File: config.mk
export PLATFORM = sky130hd
export DESIGN_NAME = trwps_ctrl
export DESIGN_NICKNAME = d
export VERILOG_FILES = /design/src/rtl/trwps_pkg.sv /design/src/rtl/trwps_ctrl.sv
export SDC_FILE = /design/constraint.sdc
export NUM_CORES = 1
export LEC_CHECK = 0
export ABC_AREA = 1
export BUFFER_PORTS_ARGS = -buffer_cell sky130_fd_sc_hd__buf_2
export CAP_MARGIN = 20
export CORE_ASPECT_RATIO = 1.2
export CORE_MARGIN = 1.5
export CORE_UTILIZATION = 30
export CTS_BUF_LIST = sky130_fd_sc_hd__clkbuf_4 sky130_fd_sc_hd__clkbuf_8
export CTS_CLUSTER_SIZE = 14
export DETAILED_ROUTE_END_ITERATION = 8
export GPL_TIMING_DRIVEN = 0
export HOLD_SLACK_MARGIN = 0.15
export PLACE_DENSITY = 0.65
export SETUP_SLACK_MARGIN = 0.15
export SYNTH_ARGS = -nofsm -noshare
export SYNTH_HDL_FRONTEND = slang
export SYNTH_SLANG_ARGS = --single-unit
File: constraint.sdc
create_clock -name clk -period 1.3 [get_ports clk]
set_input_delay 0.325 -clock clk [delete_from_list [all_inputs] [get_ports clk]]
set_output_delay 0.325 -clock clk [all_outputs]
set_load 0.1 [all_outputs]
File: src/rtl/trwps_pkg.sv
// ----------------------------------------------------------------------------
// trwps_pkg
// Shared types, codes and helpers for the port scan detector.
// ----------------------------------------------------------------------------
package trwps_pkg;

  localparam int BUCKETS_DEF = 256;
  localparam int WAYS_DEF    = 4;
  localparam int HOSTS_DEF   = 16;

  localparam logic [7:0]  FLAG_SYN    = 8'h02;
  localparam logic [7:0]  FLAG_SYNACK = 8'h12;
  localparam logic [31:0] CRC_POLY    = 32'hEDB88320;
  localparam logic [31:0] ALL_ONES    = 32'hFFFFFFFF;

  localparam logic signed [15:0] THRESH_BENIGN_RST  = -16'sd11789;
  localparam logic signed [15:0] THRESH_SCANNER_RST = 16'sd11789;
  localparam logic signed [15:0] STEP_SUCCESS_RST   = -16'sd1420;
  localparam logic signed [15:0] STEP_FAILURE_RST   = 16'sd1420;
  localparam logic [31:0]        EXPIRE_SPAN_RST    = 32'd3600;

  typedef enum logic [1:0] {
    ST_PENDING = 2'd0,
    ST_BENIGN  = 2'd1,
    ST_SCANNER = 2'd2
  } slot_st_t;

  typedef enum logic [2:0] {
    VD_IGNORED = 3'd0,
    VD_PENDING = 3'd1,
    VD_BENIGN  = 3'd2,
    VD_SCANNER = 3'd3,
    VD_DROPPED = 3'd4
  } verdict_t;

  typedef enum logic [2:0] {
    CFG_THRESH_BENIGN  = 3'd0,
    CFG_THRESH_SCANNER = 3'd1,
    CFG_STEP_SUCCESS   = 3'd2,
    CFG_STEP_FAILURE   = 3'd3,
    CFG_EXPIRE_SPAN    = 3'd4
  } cfg_idx_t;

  typedef enum logic [3:0] {
    S_CLEAR,
    S_IDLE,
    S_CRC1,
    S_CRC2,
    S_MOD,
    S_WAY_RD,
    S_WAY_CHK,
    S_PICK,
    S_COUNT,
    S_HSCAN,
    S_WIDEN,
    S_SCORE,
    S_DECIDE,
    S_WRITE,
    S_EMIT
  } ctrl_state_t;

  typedef struct packed {
    logic clr;
    logic load_in;
    logic crc1;
    logic crc2;
    logic mod_step;
    logic way_chk;
    logic pick;
    logic set_decided;
    logic count;
    logic hs_step;
    logic widen_step;
    logic score;
    logic decide;
    logic wr_back;
    logic emit;
  } ctrl_cmd_t;

  typedef struct packed {
    logic clr_last;
    logic syn;
    logic mod_done;
    logic way_last;
    logic found;
    logic freeway;
    logic decided;
    logic hs_done;
    logic seen;
    logic widen_done;
    logic out_free;
  } dp_stat_t;

  // Reflected CRC-32 update by one byte.
  function automatic logic [31:0] crc_byte(input logic [31:0] c_in, input logic [7:0] b);
    logic [31:0] c;
    c = c_in ^ {24'd0, b};
    for (int i = 0; i < 8; i++) begin
      c = c[0] ? ((c >> 1) ^ CRC_POLY) : (c >> 1);
    end
    return c;
  endfunction

endpackage

File: src/rtl/trwps_ctrl.sv
// ----------------------------------------------------------------------------
// trwps_ctrl
// Sequencer for one record: hash, bucket scan, host scan, widen, score.
// ----------------------------------------------------------------------------
module trwps_ctrl (
  input  logic                  clk,
  input  logic                  rst_n,
  input  logic                  in_valid,
  output logic                  in_stall,
  input  trwps_pkg::dp_stat_t   stat,
  output trwps_pkg::ctrl_cmd_t  cmd
);

  trwps_pkg::ctrl_state_t state_r, state_nxt;

  always_ff @(posedge clk) begin
    if (!rst_n) begin
      state_r <= trwps_pkg::S_CLEAR;
    end else begin
      state_r <= state_nxt;
    end
  end

  always_comb begin
    state_nxt = state_r;
    unique case (state_r)
      trwps_pkg::S_CLEAR:   if (stat.clr_last) state_nxt = trwps_pkg::S_IDLE;
      trwps_pkg::S_IDLE:    if (in_valid) state_nxt = trwps_pkg::S_CRC1;
      trwps_pkg::S_CRC1:    state_nxt = stat.syn ? trwps_pkg::S_CRC2 : trwps_pkg::S_EMIT;
      trwps_pkg::S_CRC2:    state_nxt = trwps_pkg::S_MOD;
      trwps_pkg::S_MOD:     if (stat.mod_done) state_nxt = trwps_pkg::S_WAY_RD;
      trwps_pkg::S_WAY_RD:  state_nxt = trwps_pkg::S_WAY_CHK;
      trwps_pkg::S_WAY_CHK: begin
        state_nxt = stat.way_last ? trwps_pkg::S_PICK : trwps_pkg::S_WAY_RD;
      end
      trwps_pkg::S_PICK: begin
        state_nxt = (stat.found || stat.freeway) ? trwps_pkg::S_COUNT : trwps_pkg::S_EMIT;
      end
      trwps_pkg::S_COUNT: begin
        state_nxt = stat.decided ? trwps_pkg::S_EMIT : trwps_pkg::S_HSCAN;
      end
      trwps_pkg::S_HSCAN: begin
        if (stat.hs_done) begin
          state_nxt = stat.seen ? trwps_pkg::S_WRITE : trwps_pkg::S_WIDEN;
        end
      end
      trwps_pkg::S_WIDEN:   if (stat.widen_done) state_nxt = trwps_pkg::S_SCORE;
      trwps_pkg::S_SCORE:   state_nxt = trwps_pkg::S_DECIDE;
      trwps_pkg::S_DECIDE:  state_nxt = trwps_pkg::S_WRITE;
      trwps_pkg::S_WRITE:   state_nxt = trwps_pkg::S_EMIT;
      trwps_pkg::S_EMIT:    if (stat.out_free) state_nxt = trwps_pkg::S_IDLE;
      default:              state_nxt = trwps_pkg::S_CLEAR;
    endcase
  end

  always_comb begin
    cmd      = '0;
    in_stall = 1'b1;
    unique case (state_r)
      trwps_pkg::S_CLEAR:   cmd.clr = 1'b1;
      trwps_pkg::S_IDLE: begin
        in_stall    = 1'b0;
        cmd.load_in = in_valid;
      end
      trwps_pkg::S_CRC1:    cmd.crc1 = 1'b1;
      trwps_pkg::S_CRC2:    cmd.crc2 = 1'b1;
      trwps_pkg::S_MOD:     cmd.mod_step = !stat.mod_done;
      trwps_pkg::S_WAY_RD:  cmd = '0;
      trwps_pkg::S_WAY_CHK: cmd.way_chk = 1'b1;
      trwps_pkg::S_PICK:    cmd.pick = 1'b1;
      trwps_pkg::S_COUNT: begin
        cmd.set_decided = stat.decided;
        cmd.count       = !stat.decided;
      end
      trwps_pkg::S_HSCAN:   cmd.hs_step = !stat.hs_done;
      trwps_pkg::S_WIDEN:   cmd.widen_step = !stat.widen_done;
      trwps_pkg::S_SCORE:   cmd.score = 1'b1;
      trwps_pkg::S_DECIDE:  cmd.decide = 1'b1;
      trwps_pkg::S_WRITE:   cmd.wr_back = 1'b1;
      trwps_pkg::S_EMIT:    cmd.emit = stat.out_free;
      default:              cmd = '0;
    endcase
  end

endmodule

# Yosys cells after proc, flatten, opt, wreduce, memory -nomap -nowiden
# Cells that the tools add are included.
[word_totals] regBits=4 latch_bits=0 ram_bits=0 rom_bits=0 in_bits=14 wordCells=55 mem_count=0
[classes] add_sub_neg=0 multipliers=0 div_mod_pow=0 magnitude_cmp=0 eq_ne=20 shift=0 muxes=27 bitwise_logic=0 n_reduce_logical=7
[op_table] cell="one-hot mux 4 bit (15 select lines)" n=1
[op_table] cell="equality test 4 bit, second input constant" n=7
[op_table] cell="two-way mux 4 bit" n=7
[op_table] cell="equality test 4 x 3 -> 1 bit, second input constant" n=4
[op_table] cell="two-way mux 1 bit" n=14
[op_table] cell="inequality test 2 bit, second input constant" n=6
[op_table] cell="two-way mux 3 bit" n=3
[op_table] cell="equality test 4 x 2 -> 1 bit, second input constant" n=2
[op_table] cell="AND reduction 6 bit" n=1
[op_table] cell="equality test 4 x 1 -> 1 bit, second input constant" n=1
[op_table] cell="zero test 1 bit" n=4
[op_table] cell="zero test 4 bit" n=1
[op_table] cell="two-way mux 2 bit" n=2
[op_table] cell="logical OR 1 bit" n=1

# Logic depth before layout (Yosys ltp)
# Gate-level depths: netlist (run 1).
[depth] word_depth=3 mapped_depth=9

# Worst setup path before layout (run 1)
# OpenSTA, ideal clock, no wires.
[synth_timing] path_type="reg-to-output" startpoint="reg state_r[0]" endpoint="out cmd[13] (netlist name)" arrival_ns=2.748 required_time_ns=0.975 setup_slack_ns=-1.773 stages_incl_launch_ff=5 cell_sequence="dfxtp_1 inv_2 nor2_2 nand2_1 nor2_1"
[synth_lines] element="start, declared" line="trwps_ctrl.sv:14" source="trwps_pkg::ctrl_state_t state_r, state_nxt;"
[synth_lines] element="start signal, assigned" line="trwps_ctrl.sv:18" source="state_r <= trwps_pkg::S_CLEAR;"
[synth_lines] element="start signal, assigned" line="trwps_ctrl.sv:20" source="state_r <= state_nxt;"
[synth_lines] element="end, declared" line="trwps_ctrl.sv:11" source="output trwps_pkg::ctrl_cmd_t cmd"

==> impl_metrics.env, run 1 <==
export IMPL_grt_ovfl_total=0
export IMPL_die_h_um=50.35
export IMPL_clockBufferDepth=2
export IMPL_die_area_um2=2138
export IMPL_rr_endpoint="state_r[2]"
export IMPL_dr_pass1_iters=4
export IMPL_worst_slack_ns=-0.3168
export IMPL_min_path_cells=3
export IMPL_io_pins=30
export IMPL_cts_sinks=4
export IMPL_clock_root_buffer="clkbuf_4"
export IMPL_place_area_um2=887.1
export IMPL_largest_reg_flops=4
export IMPL_place_hpwl_um=1442
export IMPL_drt_initial_drc_count=23
export IMPL_rsz0062_at_grt="true"
export IMPL_ys_seq_elements=4
export IMPL_ys_warnings_count=0
export IMPL_violations="negative setup slack"
export IMPL_slew_violations=0
export IMPL_insertion_delay_ns=0.23
export IMPL_peakVddDrop_v=0.001359
export IMPL_crit_path_start="state_r[3]"
export IMPL_worstPathRequired_ns=0.98
export IMPL_hold_viol=0
export IMPL_h_tree_depth=1
export IMPL_placed_cells=154
export IMPL_grt_pass1_vias=874
export IMPL_yosys_cell_types_count=15
export IMPL_setup_violations=20
export IMPL_synthCells=107
export IMPL_final_cell_area_um2=1440
export IMPL_cp_end_kind="output pin"
export IMPL_min_to="state_r[0]"
export IMPL_grt_pass1_wl_um=3657
export IMPL_finClkSkew_ns=0.0005156
export IMPL_setup_tns_ns=-4.487
export IMPL_cts_tree="yes"
export IMPL_finalNonFillerCells=174
export IMPL_ant_nets=0
export IMPL_viasPerCell=5.144
export IMPL_path_class="reg -> out"
export IMPL_core_um2=1702
export IMPL_track_usage=0.2225
export IMPL_num_antenna_cells=0
export IMPL_worstMarginPinSlew_ns=0.2328
export IMPL_start_kind="flop"
export IMPL_crit_fanout=6
export IMPL_worstPathArrival_ns=1.29
export IMPL_fillers=78
export IMPL_finalCritPeriodShare=1.244
export IMPL_p_leak_uw=0.0006529
export IMPL_row_count=16
export IMPL_min_from="rst_n"
export IMPL_holdWs_ns=0.3772
export IMPL_routed_wl_um=2805
export IMPL_reg2reg_from="state_r[2]"
export IMPL_rr_worst_depth=11
export IMPL_yosysSeqAreaShare=0.1429
export IMPL_place_congestion=0.8337
export IMPL_fp_dieW_um=42.46
export IMPL_synth_top_area_frac=0.2143
export IMPL_clk_pin_slew_worst_paths_ns=0.03
export IMPL_via_count=895
export IMPL_r2r_slack_ns=-0.23
export IMPL_io_buffers=29
export IMPL_synth_top_cell_by_area="nand2_1"
export IMPL_timing_slew_headroom=0.8439
export IMPL_initial_core_util=0.3294
export IMPL_max_freq_ghz=0.6185
export IMPL_synth_nets=121
export IMPL_numCtsBuffers=3
export IMPL_status="finished, violations left"
export IMPL_area_delta_synth_final_pct=156.9
export IMPL_fin_crit_ns=1.617
export IMPL_cap_violations=0
export IMPL_antenna_found_initial=0
export IMPL_mappedNetlistArea_um2=560.5
export IMPL_pre_cts_ws_ns=-0.4144
export IMPL_synth_avg_cell_area_um2=5.239
export IMPL_grt_max_degree=8
export IMPL_hp_class="in -> reg"
export IMPL_top_register="state_r"
export IMPL_drcViolationCount=0
export IMPL_p_per_area_nw_per_um2=2069
export IMPL_avgRoutedWirePerCell_um=16.12
export IMPL_nNetsFinal=172
export IMPL_drive_above_1_share=0.6923
export IMPL_largestRegisters="state_r (4)"
export IMPL_synthTopCellsByArea="nand2_1 (21%), dfxtp_1 (14%), nor2_1 (11%)"
==> how the worst max path moves through the flow <==
stage | depth (start not counted) | slack (ns) | to
floorplan | 7 | -0.42 | state_r[0]
global placement | 5 | -0.40 | cmd[7]
detailed placement | 5 | -0.41 | cmd[7]
CTS | 6 | -0.29 | cmd[5]
global route | 5 | -0.36 | cmd[7]
finish | 5 | -0.32 | cmd[7]
==> layout make-up <==
type,instances,area (µm²),share of cell area
timing repair buffer,46,540.5,0.3753
tap,18,22.52,0.01564
sequential,4,95.09,0.06603
multi-input combinational,83,655.6,0.4553
inverter,20,103.9,0.07211
clock buffer,3,22.52,0.01564
==> per-layer routing <==
metal  track usage  up-vias  part of all wire
met4        0.1094        0             0.050
met3             0       14             0.042
met5             0        -                 0
li1              -      426                 -
met1        0.2446      410              0.40
met2        0.4308       45              0.51
==> power breakdown <==
group / switching (µW) / internal [µW] / leakage [µW]
sequential: 158 / 187 / 0.0000356
clock: 43.7 / 103 / 0.0000138
combinational: 1570 / 915 / 0.000604
total: 1780 / 1200 / 0.000653
==> cell usage in the layout, fill, tap and decap left out <==
cell type and count:
a21oi_1 3, a21oi_2 1, buf_12 17, buf_2 13, buf_4 12, buf_6 4, clkbuf_4 3, clkinvlp_4 3
dfxtp_4 4, inv_1 7, inv_2 6, inv_4 2, inv_6 1, inv_8 1, nand2_1 22, nand2_2 6
nand2_4 7, nand2_8 3, nand3_1 8, nand3_4 2, nand3b_1 1, nor2_1 6, nor2_2 1, nor2_4 19
nor3_2 1, nor3_4 2, o21ai_0 1
==> cell usage after synthesis <==
library cell / n
nand3b_1: 1
dfxtp_1: 4
nand2_2: 5
nor3_1: 1
o21ai_0: 1
nand3_1: 10
nand2_1: 32
nor2_1: 17
nand2_4: 1
a21oi_1: 4
nor3_2: 2
inv_1: 12
nor2_2: 6
inv_2: 8
nor2_4: 3
==> worst max-delay path: stages, from the launching register on <==
cell	delay (ns)
dfxtp_4	0.46
inv_6	0.08
nor2_4	0.16
nand3_4	0.09
clkinvlp_4	0.10
buf_12	0.17
==> cell families (layout without fill, tap and decap cells) <==
logic type / after synthesis / count (layout) / synth area share
and+or+nand+nor: 78 / 78 / 0.6786
buffers and inverters: 20 / 69 / 0.1339
AOI/OAI and AO/OA: 5 / 5 / 0.04464
DFF: 4 / 4 / 0.1429
==> what timing repair did <==
action	in CTS	in global routing
cloned	0	0
endpoints found under the setup margin	20	20
setup buffers	10	7
gates resized for setup	79	19
hold endpoints to repair	0	0
hold buffers	0	0
pin swaps	9	17
==> stage by stage <==
| stage | total power (µW) | util |
|---|---|---|
| after floorplan | 1667 | - |
| after global placement | 1891 | 0.5213 |
| after detailed placement | 1896 | 0.5213 |
| after CTS | 2600 | 0.7676 |
| after global routing | 3106 | 0.8463 |
| final | 2980 | 0.8463 |
Power figures use the tool's default switching activity.
==> inputs of run 2 (changes only) <==
RECOVER_POWER = 100   (was not set)
clock period = 1.85 ns   (was 1.3 ns; I/O delays follow)
==> run 2 against run 1 <==
  * The flow now finishes without violations
  * Clock power fell by 11%
  * Highest routed layer unchanged
  * First-iteration DRC count fell by 57%
  * Die area is the same
  * Largest power group unchanged
  * Clock-buffer cell count grew 1
==> impl_metrics.env, run 2 (synthesized netlist as in run 1, its figures left out) <==
export IMPL_grt_pass1_vias=800
export IMPL_fillers=163
export IMPL_min_from="rst_n"
export IMPL_combPwrFrac=0.785
export IMPL_grt_ovfl_total=0
export IMPL_antenna_found_initial=0
export IMPL_worstPathArrival_ns=1.32
export IMPL_h_tree_depth=1
export IMPL_numCtsBuffers=3
export IMPL_io_pins=30
export IMPL_drt_initial_drc_count=10
export IMPL_largestRegisters="state_r (4)"
export IMPL_place_hpwl_um=1362
export IMPL_finClkSkew_ns=0.006842
export IMPL_rr_endpoint="state_r[1]"
export IMPL_largest_reg_flops=4
export IMPL_area_delta_synth_final_pct=94.42
export IMPL_grt_pass1_wl_um=3360
export IMPL_top_register="state_r"
export IMPL_pwr_share_clk=0.077
export IMPL_cp_end_kind="output pin"
export IMPL_insertion_delay_ns=0.23
export IMPL_placed_cells=154
export IMPL_internal_power_uw=613.0
export IMPL_setup_violations=0
export IMPL_avgRoutedWirePerCell_um=12.17
export IMPL_finalCritPeriodShare=0.9609
export IMPL_status="completed"
export IMPL_nNetsFinal=164
export IMPL_worstPathRequired_ns=1.39
export IMPL_hold_buffers=0
export IMPL_dr_pass1_iters=4
export IMPL_p_sw_frac=0.6371
export IMPL_die_h_um=50.35
export IMPL_fin_crit_ns=1.778
export IMPL_grt_max_degree=7
export IMPL_track_usage=0.1990
export IMPL_worstMarginPinSlew_ns=0.4830
export IMPL_cts_tree="yes"
export IMPL_timing_slew_headroom=0.6802
export IMPL_fp_dieW_um=42.46
export IMPL_core_um2=1702
export IMPL_p_leak_uw=0.0005251
export IMPL_crit_fanout=6
export IMPL_via_count=814
export IMPL_peakVddDrop_v=0.0008096
export IMPL_drcViolationCount=0
export IMPL_initial_core_util=0.3294
export IMPL_mostFrequentLayoutCell="nand2_1"
export IMPL_row_count=16
export IMPL_drive_above_1_share=0.6309
export IMPL_place_congestion=0.8203
export IMPL_viasPerCell=4.874
export IMPL_cap_violations=0
export IMPL_clockBufferDepth=2
export IMPL_max_freq_ghz=0.5626
export IMPL_setup_tns_ns=0
export IMPL_die_area_um2=2138
export IMPL_hp_class="in -> reg"
export IMPL_seqPwrFrac=0.138
export IMPL_p_switching_uw=1076
export IMPL_final_cell_mix="nand2_1 (25), nor2_4 (15), buf_2 (14), buf_4 (13), clkbuf_4 (10)"
export IMPL_finalNonFillerCells=167
export IMPL_path_class="reg -> out"
export IMPL_num_antenna_cells=0
export IMPL_start_kind="flop"
export IMPL_rsz0062_at_grt="true"
export IMPL_min_path_cells=3
export IMPL_hold_viol=0
export IMPL_r2r_slack_ns=0.37
export IMPL_clock_root_buffer="clkbuf_4"
export IMPL_ant_nets=0
export IMPL_p_per_area_nw_per_um2=1550
export IMPL_reg2reg_from="state_r[0]"
export IMPL_rr_worst_depth=11
export IMPL_min_to="state_r[0]"
export IMPL_clk_pin_slew_worst_paths_ns=0.04
export IMPL_slew_violations=0
export IMPL_io_buffers=29
export IMPL_crit_path_start="state_r[1]"
export IMPL_cts_sinks=4
export IMPL_power_total_uw=1689
export IMPL_routed_wl_um=2032
==> run 2: cell types whose count changed in the layout (fill, tap and decap cells not counted), moves of 2 or more <==
cell      change
nor2_2        +2
nand2_4       -2
buf_6         -2
nor2_4        -4
buf_12       -16
nor2_1        +2
clkbuf_4      +7
nand3_2       +2
nand2_1       +3
nand3_4       -2
nand2_8       -2
==> run 2: area by class of cell <==
cell class              count  area (µm²)  share of cell area
inverters                  20       101.3             0.09300
multi-input cells          83       566.8              0.5201
flip-flops and latches      4       95.09             0.08726
well taps                  18       22.52             0.02067
clock buffers               4       30.03             0.02755
repair buffers             38       274.0              0.2514
==> run 2: worst max-delay path, stage by stage, from the launching register on <==
cell	delay, ns
dfxtp_4	0.38
nor2_4	0.17
inv_4	0.09
nor2_4	0.09
nand2_2	0.08
clkinvlp_4	0.08
buf_8	0.19
==> run 2: how the worst max path moves through the flow <==
stage / depth (start not counted) / slack [ns] / end
4_1_cts: 6 / 0.09 / cmd[10]
6_report: 6 / 0.07 / cmd[10]
3_5_place_dp: 5 / 0.03 / cmd[7]
3_3_place_gp: 5 / 0.005 / cmd[7]
5_1_grt: 6 / 0.02 / cmd[10]
2_1_floorplan: 3 / -0.03 / cmd[13]
==> run 2: through the flow <==
step,hold slack (ns),cell area [µm²],setup slack (ns),util
after floorplan,0.4840,674.4,-0.03473,-
after global placement,0.5169,842.1,0.005483,0.4949
after detailed placement,0.5207,842.1,0.03284,0.4949
after CTS,0.4907,1130,0.09435,0.6640
after global routing,0.5177,1090,0.02144,0.6404
final,0.5023,1090,0.07241,0.6404
==> run 2: power groups by stage <==
stage	Combinational (µW)	Sequential, µW	Clock, µW
3_3_place_gp	1090	202	0
6_report	1330	233	130
5_1_grt	1400	238	147
3_5_place_dp	1090	203	0
2_1_floorplan	945	186	0
4_1_cts	1320	220	140
==> run 2: repair_timing <==
item / 4_1_cts / 5_1_grt
resized for setup: 61 / 12
buffers inserted: 6 / 3
pin swaps: 5 / 4
setup endpoints to repair: 16 / 13
==> run 2: metal layers <==
layer / GRT usage / routed length [µm]
met2: 0.3692 / 1143
met5: 0 / 0
met3: 0.02158 / 56
met1: 0.2319 / 810
met4: 0.06771 / 21
==> inputs of run 3 (changes only) <==
CTS_BUF_LIST = not set   (was sky130_fd_sc_hd__clkbuf_4 sky130_fd_sc_hd__clkbuf_8)
SETUP_SLACK_MARGIN = 0.2   (was 0.15)
==> run 3 against run 2 <==
  * Non-clock buffer count up 7
  * Cell count up 4.2%
  * Global-route usage up 0.71 points
  * Register-to-register slack better by 0.02 ns
  * Clock-buffer cell count unchanged
  * Combinational power up 21%
==> impl_metrics.env, run 3 (synthesized netlist as in run 1, its figures left out) <==
export IMPL_path_class="reg -> out"
export IMPL_die_h_um=50.35
export IMPL_fp_dieW_um=42.46
export IMPL_path_cells="inv_8 -> nand2_8 -> nor3_4 -> buf_6"
export IMPL_r2r_slack_ns=0.39
export IMPL_clock_root_buffer="clkbuf_4"
export IMPL_cpPeakStageDelay_ns=0.41
export IMPL_final_cell_mix="nand2_1 (25), buf_4 (18), nor2_4 (17), buf_2 (13), nand3_1 (9)"
export IMPL_start_kind="flop"
export IMPL_clockBufferDepth=2
export IMPL_via_count=901
export IMPL_crit_path_start="state_r[2]"
export IMPL_min_path_cells=3
export IMPL_slowest_stage="dfxtp_4"
export IMPL_finClkSkew_ns=0.007317
export IMPL_holdWs_ns=0.5050
export IMPL_row_count=16
export IMPL_grt_ovfl_total=0
export IMPL_pre_cts_ws_ns=-0.03222
export IMPL_drcViolationCount=0
export IMPL_cap_violations=0
export IMPL_worstPathRequired_ns=1.39
export IMPL_antenna_found_initial=0
export IMPL_largest_reg_flops=4
export IMPL_ant_nets=0
export IMPL_numCtsBuffers=3
export IMPL_p_leak_uw=0.0005632
export IMPL_num_antenna_cells=0
export IMPL_status="completed"
export IMPL_track_usage=0.2061
export IMPL_p_per_area_nw_per_um2=1592
export IMPL_max_freq_ghz=0.5594
export IMPL_avgRoutedWirePerCell_um=15.69
export IMPL_insertion_delay_ns=0.23
export IMPL_reg2reg_from="state_r[2]"
export IMPL_grt_pass1_wl_um=3394
export IMPL_rr_endpoint="state_r[2]"
export IMPL_initial_core_util=0.3294
export IMPL_crit_cells=4
export IMPL_drive_above_1_share=0.6410
export IMPL_top_register="state_r"
export IMPL_fin_crit_ns=1.788
export IMPL_timing_slew_headroom=0.7982
export IMPL_place_congestion=0.8414
export IMPL_finalCritPeriodShare=0.9663
export IMPL_grt_pass1_vias=795
export IMPL_cts_tree="yes"
export IMPL_core_um2=1702
export IMPL_setup_tns_ns=0
export IMPL_viasPerCell=5.178
export IMPL_nNetsFinal=171
export IMPL_cts_sinks=4
export IMPL_hold_viol=0
export IMPL_routed_wl_um=2730
export IMPL_peakVddDrop_v=0.0008843
export IMPL_worstPathArrival_ns=1.33
export IMPL_largestRegisters="state_r (4)"
export IMPL_grt_max_degree=8
export IMPL_hp_class="in -> reg"
export IMPL_rr_worst_depth=9
export IMPL_rsz0062_at_grt="true"
export IMPL_slew_violations=0
export IMPL_mostFrequentLayoutCell="nand2_1"
export IMPL_setup_violations=0
export IMPL_die_area_um2=2138
export IMPL_cpLargestDelayFamily="flip-flops"
export IMPL_io_buffers=29
export IMPL_cp_end_kind="output pin"
export IMPL_cp_endpoint="cmd[6]"
export IMPL_clk_pin_slew_worst_paths_ns=0.04
export IMPL_drt_initial_drc_count=59
export IMPL_dr_pass1_iters=5
export IMPL_worst_slack_ns=0.06226
export IMPL_worstMarginPinSlew_ns=0.3044
export IMPL_crit_fanout=6
export IMPL_path_buf_inv=2
export IMPL_area_delta_synth_final_pct=118.8
export IMPL_hold_buffers=0
export IMPL_io_pins=30
export IMPL_h_tree_depth=1
export IMPL_place_hpwl_um=1427
[run 3: worst register-to-register path: cells and delay by family (launching register included)]
kind	cells	cell delay, ns
and+or+nand+nor	6	0.57
buffers and inverters	2	0.22
DFF	1	0.47
AOI/OAI and AO/OA	1	0.12
[run 3: where the power goes]
group          internal [µW]  switching, µW  leakage (µW)  total [µW]
logic                    556           1050      0.000513        1610
clock network           80.9           35.1     0.0000150         116
registers                131           98.4     0.0000356         229
total                    768           1180      0.000563        1950
[run 3: worst min-delay path by stage]
stage | start | endpoint | slack, ns
global route | rst_n | state_r[0] | 0.53
detailed placement | state_r[2] | state_r[2] | 0.53
finish | rst_n | state_r[0] | 0.51
CTS | rst_n | state_r[0] | 0.50
global placement | state_r[2] | state_r[2] | 0.52
floorplan | state_r[2] | state_r[2] | 0.48
[run 3: stage by stage]
| stage | area [µm²] | cells | utilization | power [µW] |
|---|---|---|---|---|
| after global routing | 1226 | 174 | 0.7206 | 2034 |
| after detailed placement | 844.6 | 154 | 0.4963 | 1298 |
| after global placement | 844.6 | 154 | 0.4963 | 1287 |
| after CTS | 1197 | 164 | 0.7037 | 1740 |
| final | 1226 | 174 | 0.7206 | 1952 |
| after floorplan | 676.9 | 107 | - | 1132 |
[run 3: layer usage]
metal,vias to the layer above,part of all wire,global-route usage
met5,-,0,0
met1,425,0.37,0.2244
met4,0,0,0.09375
met3,0,0.055,0.003597
li1,426,-,-
met2,50,0.58,0.4026
[run 3: layout make-up]
cell class	instances	area, µm²
clock buffers	4	26.28
multi-input cells	83	610.6
fillers	135	475.5
flip-flops and latches	4	95.09
well taps	18	22.52
inverters	20	98.84
repair buffers	45	372.9
[run 3: repair_timing]
action	in CTS	in global routing
resized for setup	76	14
setup endpoints to repair	16	15
setup buffers	6	10
pin swaps	6	8
